**src/design/tbvl_pkg.sv**
```systemverilog
`timescale 1ns / 1ps
// ----------------------------------------------------------------------------
// tbvl_pkg: shared definitions for the threshold best-value lookup
// Table sizing, command codes and the structs exchanged between the
// sequencer and the entry store.
// ----------------------------------------------------------------------------
package tbvl_pkg;

  // Table sizing.
  localparam int TABLE_DEPTH = 64;
  localparam int ADDR_W      = (TABLE_DEPTH > 1) ? $clog2(TABLE_DEPTH) : 1;
  localparam int CNT_W       = $clog2(TABLE_DEPTH + 1);

  // Field widths.
  localparam int CMD_W = 2;
  localparam int KEY_W = 16;
  localparam int VAL_W = 16;
  localparam int TOT_W = 32;
  localparam int ENT_W = KEY_W + VAL_W;

  // Command codes.
  localparam logic [CMD_W-1:0] CMD_LOAD  = 2'd0;
  localparam logic [CMD_W-1:0] CMD_QUERY = 2'd1;
  localparam logic [CMD_W-1:0] CMD_CLEAR = 2'd2;

  // Status codes.
  localparam logic STAT_OK   = 1'b0;
  localparam logic STAT_FULL = 1'b1;

  // Access request from the sequencer to the entry store.
  typedef struct packed {
    logic              wr_en;
    logic [ADDR_W-1:0] wr_addr;
    logic [ENT_W-1:0]  wr_data;
    logic              rd_en;
    logic [ADDR_W-1:0] rd_addr;
  } mem_req_t;

  // One finished result.
  typedef struct packed {
    logic             status;
    logic [VAL_W-1:0] best_value;
    logic [TOT_W-1:0] running_total;
  } rslt_t;

endpackage

```
**src/design/tbvl_store.sv**
```systemverilog
`timescale 1ns / 1ps
// ----------------------------------------------------------------------------
// tbvl_store: entry memory
// One write port and one read port; each word packs a threshold over a
// value. Read data is registered.
// ----------------------------------------------------------------------------
module tbvl_store (
  input  logic                      clk,
  input  tbvl_pkg::mem_req_t        req,
  output logic [tbvl_pkg::ENT_W-1:0] rd_data
);

  logic [tbvl_pkg::ENT_W-1:0] mem [tbvl_pkg::TABLE_DEPTH];

  // Write port.
  always_ff @(posedge clk) begin
    if (req.wr_en) begin
      mem[req.wr_addr] <= req.wr_data;
    end
  end

  // Registered read port.
  always_ff @(posedge clk) begin
    if (req.rd_en) begin
      rd_data <= mem[req.rd_addr];
    end
  end

endmodule

```
**src/design/tbvl_ctrl.sv**
```systemverilog
`timescale 1ns / 1ps
// ----------------------------------------------------------------------------
// tbvl_ctrl: command sequencer and shared compare unit
// Appends entries, clears the table, and for a query walks the stored
// entries one per cycle through a single compare unit, then adds the best
// value into the saturating total.
// ----------------------------------------------------------------------------
module tbvl_ctrl (
  input  logic                           clk,
  input  logic                           rst,
  input  logic                           req_valid,
  output logic                           req_stall,
  input  logic [tbvl_pkg::CMD_W-1:0]     cmd,
  input  logic [tbvl_pkg::KEY_W-1:0]     entry_threshold,
  input  logic [tbvl_pkg::VAL_W-1:0]     entry_value,
  input  logic [tbvl_pkg::KEY_W-1:0]     ability,
  output tbvl_pkg::mem_req_t             mem_req,
  input  logic [tbvl_pkg::ENT_W-1:0]     rd_data,
  output logic                           res_valid,
  input  logic                           res_ready,
  output tbvl_pkg::rslt_t                res
);

  localparam logic [1:0] S_IDLE  = 2'd0;
  localparam logic [1:0] S_SCAN  = 2'd1;
  localparam logic [1:0] S_DRAIN = 2'd2;
  localparam logic [1:0] S_EMIT  = 2'd3;

  logic [1:0]                    state;
  logic [1:0]                    state_next;
  logic [tbvl_pkg::CNT_W-1:0]    entry_count;
  logic [tbvl_pkg::TOT_W-1:0]    total_acc;
  logic [tbvl_pkg::ADDR_W-1:0]   idx;
  logic                          cmp_valid;
  logic [tbvl_pkg::KEY_W-1:0]    key;
  logic [tbvl_pkg::VAL_W-1:0]    best;
  logic [tbvl_pkg::CMD_W-1:0]    cmd_q;
  logic                          status_q;

  logic                          accept;
  logic                          table_full;
  logic                          last_issue;
  logic [tbvl_pkg::KEY_W-1:0]    rd_thr;
  logic [tbvl_pkg::VAL_W-1:0]    rd_val;
  logic [tbvl_pkg::TOT_W:0]      sum_wide;
  logic [tbvl_pkg::TOT_W-1:0]    sum_sat;
  logic                          emit_done;

  assign accept     = req_valid && !req_stall;
  assign req_stall  = (state != S_IDLE);
  assign table_full = (entry_count == tbvl_pkg::CNT_W'(tbvl_pkg::TABLE_DEPTH));
  assign last_issue = ({1'b0, idx} == (entry_count - tbvl_pkg::CNT_W'(1)));
  assign rd_thr     = rd_data[tbvl_pkg::ENT_W-1:tbvl_pkg::VAL_W];
  assign rd_val     = rd_data[tbvl_pkg::VAL_W-1:0];
  assign emit_done  = (state == S_EMIT) && res_ready;

  // Memory requests: append on a load beat while the table has room, one read per scan cycle.
  always_comb begin
    mem_req.wr_en   = accept && (cmd == tbvl_pkg::CMD_LOAD) && !table_full;
    mem_req.wr_addr = entry_count[tbvl_pkg::ADDR_W-1:0];
    mem_req.wr_data = {entry_threshold, entry_value};
    mem_req.rd_en   = (state == S_SCAN);
    mem_req.rd_addr = idx;
  end

  // Saturating accumulate of the query result.
  assign sum_wide = {1'b0, total_acc} + {{(tbvl_pkg::TOT_W + 1 - tbvl_pkg::VAL_W){1'b0}}, best};
  assign sum_sat  = sum_wide[tbvl_pkg::TOT_W] ? {tbvl_pkg::TOT_W{1'b1}}
                                              : sum_wide[tbvl_pkg::TOT_W-1:0];

  // Result presented in the emit state.
  always_comb begin
    res_valid         = (state == S_EMIT);
    res.status        = status_q;
    res.best_value    = best;
    res.running_total = (cmd_q == tbvl_pkg::CMD_QUERY) ? sum_sat : total_acc;
  end

  // Sequencer next state.
  always_comb begin
    state_next = state;
    unique case (state)
      S_IDLE: begin
        if (accept) begin
          if ((cmd == tbvl_pkg::CMD_QUERY) && (entry_count != '0)) begin
            state_next = S_SCAN;
          end else begin
            state_next = S_EMIT;
          end
        end
      end
      S_SCAN: begin
        if (last_issue) begin
          state_next = S_DRAIN;
        end
      end
      S_DRAIN: begin
        state_next = S_EMIT;
      end
      S_EMIT: begin
        if (res_ready) begin
          state_next = S_IDLE;
        end
      end
      default: begin
        state_next = S_IDLE;
      end
    endcase
  end

  // Control registers.
  always_ff @(posedge clk) begin
    if (rst) begin
      state       <= S_IDLE;
      entry_count <= '0;
      total_acc   <= '0;
      cmp_valid   <= 1'b0;
    end else begin
      state     <= state_next;
      cmp_valid <= (state == S_SCAN);
      if (accept && (cmd == tbvl_pkg::CMD_LOAD) && !table_full) begin
        entry_count <= entry_count + tbvl_pkg::CNT_W'(1);
      end else if (accept && (cmd == tbvl_pkg::CMD_CLEAR)) begin
        entry_count <= '0;
      end
      if (accept && (cmd == tbvl_pkg::CMD_CLEAR)) begin
        total_acc <= '0;
      end else if (emit_done && (cmd_q == tbvl_pkg::CMD_QUERY)) begin
        total_acc <= sum_sat;
      end
    end
  end

  // Scan datapath: address counter and the shared compare unit.
  always_ff @(posedge clk) begin
    if (accept) begin
      cmd_q    <= cmd;
      key      <= ability;
      best     <= '0;
      idx      <= '0;
      status_q <= ((cmd == tbvl_pkg::CMD_LOAD) && table_full) ? tbvl_pkg::STAT_FULL
                                                              : tbvl_pkg::STAT_OK;
    end else begin
      if (state == S_SCAN) begin
        idx <= idx + tbvl_pkg::ADDR_W'(1);
      end
      if (cmp_valid && (rd_thr <= key) && (rd_val > best)) begin
        best <= rd_val;
      end
    end
  end

endmodule

```
**src/design/threshold_best_value_lookup.sv**
```systemverilog
`timescale 1ns / 1ps
// ----------------------------------------------------------------------------
// threshold_best_value_lookup: best value under a threshold
// Stores threshold/value entries and answers queries with the largest value
// whose threshold does not exceed the given ability.
// ----------------------------------------------------------------------------
// A load beat appends one entry (status reports a dropped entry when the
// table is full), a clear beat empties the table and zeroes the total, and a
// query beat returns the best qualifying value plus the saturating running
// total. Load, clear and spare-code beats go straight to the emit state. A
// query reads the stored entries one word per scan cycle through the single
// compare unit, drains the last registered read, then emits; a query of an
// empty table behaves like a load. The block holds req_stall high from the
// cycle after acceptance until its result enters the output register, which
// can hold a finished beat while the next one is accepted. A stalled result
// channel holds the block in its emit state.
module threshold_best_value_lookup (
  input  logic                       clk,
  input  logic                       rst,
  input  logic                       req_valid,
  output logic                       req_stall,
  input  logic [tbvl_pkg::CMD_W-1:0] cmd,
  input  logic [tbvl_pkg::KEY_W-1:0] entry_threshold,
  input  logic [tbvl_pkg::VAL_W-1:0] entry_value,
  input  logic [tbvl_pkg::KEY_W-1:0] ability,
  output logic                       rsp_valid,
  input  logic                       rsp_stall,
  output logic                       status,
  output logic [tbvl_pkg::VAL_W-1:0] best_value,
  output logic [tbvl_pkg::TOT_W-1:0] running_total
);

  tbvl_pkg::mem_req_t         mem_req;
  logic [tbvl_pkg::ENT_W-1:0] rd_data;
  logic                       res_valid;
  logic                       res_ready;
  tbvl_pkg::rslt_t            res;

  tbvl_store u_store (
    .clk     (clk),
    .req     (mem_req),
    .rd_data (rd_data)
  );

  tbvl_ctrl u_ctrl (
    .clk             (clk),
    .rst             (rst),
    .req_valid       (req_valid),
    .req_stall       (req_stall),
    .cmd             (cmd),
    .entry_threshold (entry_threshold),
    .entry_value     (entry_value),
    .ability         (ability),
    .mem_req         (mem_req),
    .rd_data         (rd_data),
    .res_valid       (res_valid),
    .res_ready       (res_ready),
    .res             (res)
  );

  // Output register: free when empty or when its beat leaves this cycle.
  assign res_ready = !rsp_valid || !rsp_stall;

  always_ff @(posedge clk) begin
    if (rst) begin
      rsp_valid <= 1'b0;
    end else if (res_ready) begin
      rsp_valid <= res_valid;
    end
  end

  always_ff @(posedge clk) begin
    if (res_ready && res_valid) begin
      status        <= res.status;
      best_value    <= res.best_value;
      running_total <= res.running_total;
    end
  end

endmodule

```
**config.mk**
```make
export PLATFORM = sky130hd
export DESIGN_NAME = threshold_best_value_lookup
export DESIGN_NICKNAME = d
export VERILOG_FILES = /design/src/design/tbvl_pkg.sv /design/src/design/tbvl_store.sv /design/src/design/tbvl_ctrl.sv /design/src/design/threshold_best_value_lookup.sv
export SDC_FILE = /design/constraint.sdc
export NUM_CORES = 2
export LEC_CHECK = 0
export BUFFER_PORTS_ARGS = -buffer_cell sky130_fd_sc_hd__buf_2
export CORE_ASPECT_RATIO = 1.2
export CORE_UTILIZATION = 50
export CTS_CLUSTER_DIAMETER = 200
export CTS_CLUSTER_SIZE = 24
export DETAILED_ROUTE_END_ITERATION = 12
export PLACE_DENSITY = 0.64
export SYNTH_ARGS = -nofsm -noshare
export SYNTH_HDL_FRONTEND = slang
export SYNTH_SLANG_ARGS = --single-unit
```
**constraint.sdc**
```tcl
create_clock -name clk -period 5.95 [get_ports clk]
set_input_delay 0.2975 -clock clk [delete_from_list [all_inputs] [get_ports clk]]
set_output_delay 0.2975 -clock clk [all_outputs]
set_load 0.1 [all_outputs]
```
Word level (Yosys, flattened, before mapping) --
Memories as Yosys holds them, arrays and structs flattened. A register that Yosys moved wholly into a read port is not among the register bits. Cells that the tools add are included.
Word-level totals: memory bits (writable) 2048, memories 1, output and inout bits 51, logic and storage cells 65, register bits after elaboration 133, input port bits 54
Memory list:
- u_store.mem | depth 64, width 32, rd ports 1, clocked after memory_dff 1, wr ports 1, RTL line tbvl_store.sv:13 | logic [tbvl_pkg::ENT_W-1:0] mem [tbvl_pkg::TABLE_DEPTH];
Operators by class: $add $sub $neg 4, equality and inequality tests 11, reductions and logical operators 22, muxes and demuxes 12, magnitude comparators 2
Operator list (number):
- $mux W32 | 2
- $add A32 B16 Y33 | 1
- $gt A16 B16 Y1 | 1
- $le A16 B16 Y1 | 1
- $mux W7 | 2
- $logic_and A1 B1 Y1 | 10
- $mux W2 | 4
- $pmux W2 S4 | 1
- $add A7 B1 Y7 const B | 1
- $eq A6 B7 Y1 | 1
- $eq A7 B7 Y1 const B | 1
- $reduce_bool A7 Y1 | 1
- $sub A7 B1 Y7 const B | 1
- $add A6 B1 Y6 const B | 1
- $eq A2 B1 Y1 const B | 3
- $eq A2 B2 Y1 const B | 3
- $ne A2 B1 Y1 const B | 3
- $logic_not A1 Y1 | 4
- $logic_not A2 Y1 | 2
- $reduce_bool A2 Y1 | 2
- $mux W1 | 3
- $reduce_and A3 Y1 | 1
- $reduce_or A2 Y1 | 1
- $logic_or A1 B1 Y1 | 1

Logic depth before layout (Yosys ltp) --
word-level depth 7, mapped depth 10, depth with buffers taken out 9

Cells and area by module --
From an unflattened synthesis, not the netlist that was laid out.
Unflattened totals: cell total of the unflattened synthesis 4109, area total of the unflattened synthesis 86415.4 um2
Modules (own cells, without submodules):
- tbvl_store | cells an instance 3324, instances 1, area each 78835.6 um2, seq. area each 62459.9 um2
- tbvl_ctrl | cells an instance 731, instances 1, area each 6069.6 um2, seq. area each 1851.8 um2
- threshold_best_value_lookup | cells an instance 54, instances 1, area each 1510.2 um2, seq. area each 1491.4 um2

Least setup slack after synthesis --
OpenSTA, ideal clock, no wires.
kind register to register, start register rsp_valid, end register u_ctrl.total_acc[26] (netlist name), setup slack -0.314 ns, period minus slack after synthesis 6.264 ns, setup time 0.091 ns, required time 5.859 ns, data arrival time 6.173 ns, stages on the path, launching flop included 8, buffers on the path 0, cell sequence dfxtp_1 a21boi_0 nand2_1 nor3_1 nand2_1 a21oi_1 a31oi_1 a311oi_1
Between the ends: cells in the longest elaborated chain, start to end 4
Ends and longest elaborated chain:
- start, declared | RTL line threshold_best_value_lookup.sv:26 | output logic rsp_valid,
- start signal, assigned | RTL line threshold_best_value_lookup.sv:68 | rsp_valid <= res_valid;
- $logic_not A1 Y1 | RTL line threshold_best_value_lookup.sv:62 | assign res_ready = !rsp_valid || !rsp_stall;
- $logic_or A1 B1 Y1 | RTL line threshold_best_value_lookup.sv:62
- $logic_and A1 B1 Y1 | RTL line tbvl_ctrl.sv:55 | assign emit_done = (state == S_EMIT) && res_ready;
- via u_ctrl.emit_done | RTL line tbvl_ctrl.sv:47 | logic emit_done;
- $logic_and A1 B1 Y1 | RTL line tbvl_ctrl.sv:128 | end else if (emit_done && (cmd_q == tbvl_pkg::CMD_QUERY)) begin
- end signal, assigned | RTL line tbvl_ctrl.sv:129 | total_acc <= sum_sat;
- end, declared | RTL line tbvl_ctrl.sv:32 | logic [tbvl_pkg::TOT_W-1:0] total_acc;
The timed path passes the listed nets, and every way through them passes these cells. A chain may end at the register's enable or synchronous reset.

Final worst setup path --
start register u_ctrl.entry_count[3] (netlist name), end memory u_store.mem[1][1] (netlist name) (enable)
Between the ends: cells in the longest elaborated chain, start to end 5
Ends and longest elaborated chain:
- start, declared | RTL line tbvl_ctrl.sv:31 | logic [tbvl_pkg::CNT_W-1:0] entry_count;
- start signal, assigned | RTL line tbvl_ctrl.sv:122 | entry_count <= entry_count + tbvl_pkg::CNT_W'(1);
- $eq A7 B7 Y1 | RTL line tbvl_ctrl.sv:51 | assign table_full = (entry_count == tbvl_pkg::CNT_W'(tbvl_pkg::TABLE_DEPTH));
- $logic_not A1 Y1 | RTL line tbvl_ctrl.sv:59 | mem_req.wr_en = accept && (cmd == tbvl_pkg::CMD_LOAD) && !table_full;
- $logic_and A1 B1 Y1 | RTL line tbvl_ctrl.sv:59
- $mux W1 | RTL line tbvl_store.sv:17 | if (req.wr_en) begin
- $mux W1 (not written as such) | RTL line tbvl_store.sv:18 | mem[req.wr_addr] <= req.wr_data;
- end, declared | RTL line tbvl_store.sv:13
Parallel ways exist; a longest one is shown, timed or not.

==> results.py <==
metrics = {
    "die": {
        "coreArea_um2": 170900,
        "start_util_pct": 50.45,
        "dieArea_um2": 174100,
        "io_pins": 105,
        "row_count": 166,
        "die_y_um": 456.9,
        "die_x_um": 381.1,
    },
    "global_routing": {
        "antenna_found_initial": 21,
        "grt_first_pass_wirelength_um": 294400,
        "grt_overflow": 0,
        "globalRouteTotalUtil_pct": 23.70,
        "grt_pass1_vias": 39740,
        "grt_max_degree": 89,
    },
    "sta": {
        "fin_setup_tns_ps": 0,
        "hold_ws_ps": 124.3,
        "drv_slew": 0,
        "period_share_pct": 78.46,
        "worst_pin_slew_ps": 1222,
        "fmax_ghz": 0.2142,
        "final.setup_skew_ps": 26.04,
        "max_slew_margin_pct": 18.50,
        "hold_violations": 0,
        "finalCriticalPeriod_ps": 4668,
        "rsz0062_at_grt": "false",
        "finalSetupViolCount": 0,
    },
    "logic_synthesis": {
        "synth_area_um2": 86230,
        "async_reset_ff_share_pct": 0,
        "ys_ff_latch": 2213,
        "synth_area_leader_cell": "edfxtp_1",
        "synth.top_cell.area_share_pct": 74.80,
        "synth_fp_nets": 3991,
        "yosysMostFrequentCell": "edfxtp_1",
        "yosys-top-cells-area": "edfxtp_1 75%, mux4_2 16%, dfxtp_1 1.5%",
        "synth.distinct_cells": 66,
        "ys_top_cells_by_count": "2148 x edfxtp_1, 627 x mux4_2, 128 x nor2_1, 120 x a21oi_1, 91 x clkbuf_1",
        "synth_area_per_cell_um2": 22.22,
        "yosys_most_used_dff": "edfxtp_1",
        "ys_warn_count": 0,
        "synthCells": 3880,
        "synth-edff-count": 2148,
        "ys_seq_area_share_pct": 76.31,
    },
    "layout": {
        "seq_area_um2": 65830,
        "syn_to_final_growth_pct": 8.484,
        "drive_above_1_share_pct": 26.66,
        "final_cells": 6364,
        "layout.nets": 4167,
        "fin_util_pct": 54.73,
        "n_fill_cell": 12560,
        "multi_input_area_um2": 19810,
    },
    "route": {
        "post_drt_wl_per_cell_um": 32.25,
        "drt-pass1-iter-count": 6,
        "routed_wl_um": 205200,
        "drt_iter0_markers": 5005,
        "vias": 40220,
        "antenna_left": 0,
        "drcViolationCount": 0,
        "vias_per_cell": 6.319,
    },
    "place": {
        "dp_cells": 6199,
        "dp_hpwl_um": 127700,
        "portBuffers": 104,
        "place_congestion": 0.8776,
    },
    "worst_setup_path": {
        "cp_common_cell": "buf_4",
        "critPathLaunchType": "flip-flop",
        "cp.arrival_ps": 5130,
        "rr_startpoint": "u_ctrl.entry_count[3]",
        "worstPathRequired_ps": 6410,
        "r2r_setup_slack_ps": 1280,
        "crit_slowest_cell": "nor2_4",
        "reg2reg_to": "u_store.mem[1][1]",
        "path_class": "reg2reg",
        "critPathCaptureType": "flip-flop",
        "worstPathMaxFanout": 22,
        "rr_worst_depth": 8,
        "slowest_delay_ps": 860,
        "cp_cell_sequence": "or3_1 > nor3b_2 > a2111oi_4 > buf_4 > nor2b_1 > nand2_1 > nor2_4 > buf_4",
    },
    "cts": {
        "cts.clk_slew.worst_paths_ps": 100,
        "cts_sinks": 2213,
        "cts_tree": "yes",
        "clk_latency_ps": 770,
        "post_cts_buffers": 0,
        "clockRootBuffer": "clkbuf_16",
        "cts_buffer_depth": 3,
        "cts_buffers": 102,
        "ctsHtreeMaxLevel": 3,
    },
    "power_and_ir_drop": {
        "power_density_nw_per_um2": 365.7,
        "p_leak_nw": 27.90,
        "ir_drop_v": 0.0003211,
    },
    "min_path": {
        "holdCritStartpoint": "req_valid",
        "hold_end": "u_ctrl.state[1]",
        "hp-class": "in2reg",
        "min_path_cells": 4,
    },
    "status": {
        "status": "complete, no violations",
    },
    "job": {
        "cap_violations": 0,
    },
}
==> flip-flops by register name, summed over array words and instances, names as in the netlist <==
register	cells
u_ctrl.state	2
u_ctrl.idx	6
u_store.rd_data	32
u_store.mem	2048
rsp_valid	1
u_ctrl.total_acc	32
u_ctrl.cmp_valid	1
u_ctrl.key	16
u_ctrl.cmd_q	2
u_ctrl.best	16
u_ctrl.status_q	1
status	1
u_ctrl.entry_count	7
best_value	16
running_total	32
==> critical path: cells and delay by family (launching register included) <==
| kind | cells | cell delay (ps) |
|---|---|---|
| AO/OA/AOI/OAI | 1 | 400 |
| buffers and inverters | 2 | 610 |
| flip-flops | 1 | 620 |
| AND/OR/NAND/NOR | 5 | 2670 |
==> cell families (layout without fill, tap and decap cells) <==
kind of cell | after synthesis | in the layout | share of synthesized area (%)
adder cells (fa/ha/maj) | 57 | 57 | 0.8358
AO/OA/AOI/OAI | 320 | 320 | 2.420
AND/OR/NAND/NOR | 336 | 336 | 1.902
XOR/XNOR | 25 | 25 | 0.2539
other | 0 | 4 | 0
flip-flops | 2213 | 2213 | 76.31
buffers and inverters | 250 | 462 | 1.291
multiplexers | 679 | 679 | 16.99
==> area by class of cell <==
cell class                      count  area share (%)
Sequential cell                  2213           70.37
Multi-Input combinational cell   1417           21.18
Tap cell                         2268           3.033
Clock buffer                      135           2.929
Timing Repair Buffer              278           2.250
Inverter                           44          0.1766
Clock inverter                      5         0.05885
Antenna cell                        4         0.01070
==> worst max path at each step <==
stage                                     start              endpoint  slack [ps]  cells past startpoint
final                     u_ctrl.entry_count[3]     u_store.mem[1][1]        1280                      8
after global routing      u_ctrl.entry_count[3]   u_store.mem[30][30]        1030                      7
after CTS                 u_ctrl.entry_count[3]   u_store.mem[30][30]        1280                      7
after detailed placement  u_ctrl.entry_count[3]   u_store.mem[30][10]        1300                      7
after global placement    u_ctrl.entry_count[3]   u_store.mem[30][28]        1440                      7
after floorplan                       rsp_valid  u_ctrl.total_acc[26]        1200                      7
==> per-stage QoR <==
| step | power (W) | setup WS [ps] | cell area, um2 |
|---|---|---|---|
| after global routing | 0.03536 | 1027 | 93540 |
| after global placement | 0.02677 | 1445 | 90530 |
| after detailed placement | 0.02682 | 1299 | 90530 |
| after floorplan | 0.02378 | 1202 | 86230 |
| final | 0.03421 | 1282 | 93550 |
| after CTS | 0.03450 | 1284 | 93540 |
==> routing by layer <==
| metal | wire, um | track usage, % |
|---|---|---|
| met1 | 84660 | 34.00 |
| met2 | 104300 | 39.66 |
| met3 | 12890 | 2.794 |
| met4 | 3320 | 4.634 |
| met5 | 12 | 0 |
==> power breakdown <==
group | total [W] | leakage, nW | switching [W] | internal (W)
registers | 0.0178 | 19.9 | 0.000367 | 0.0174
logic | 0.00860 | 6.67 | 0.00486 | 0.00374
clock network | 0.00784 | 1.36 | 0.00460 | 0.00324
total | 0.0342 | 27.9 | 0.00983 | 0.0244
==> repair_timing <==
action / in CTS / in global routing
resized for setup: 0 / 0
hold buffers: 21 / 0
endpoints found under the hold margin: 38 / 0
==> placed cells by master, fill, tap and decap left out, types with 8 or more instances in the layout <==
master,Yosys,layout
ha_1,56,55
a21oi_1,120,120
buf_2,74,104
buf_12,0,18
dlygate4sd3_1,0,21
a311oi_1,8,8
nand4_1,17,17
xor2_1,12,12
edfxtp_1,2148,2148
clkbuf_1,91,30
clkbuf_16,0,105
nor2b_1,45,45
and3_1,15,15
mux2i_1,47,47
or3_1,8,8
a211oi_1,66,66
a21o_1,14,14
buf_4,12,135
nand2_1,50,50
dfxtp_1,65,59
a31oi_1,14,14
nand3_1,32,32
xnor2_1,13,13
mux4_2,627,627
inv_1,44,44
nor2_1,128,64
nor3_1,9,9
o21ai_0,43,43
nor2_4,0,64
(Power assumes the default switching activity.)
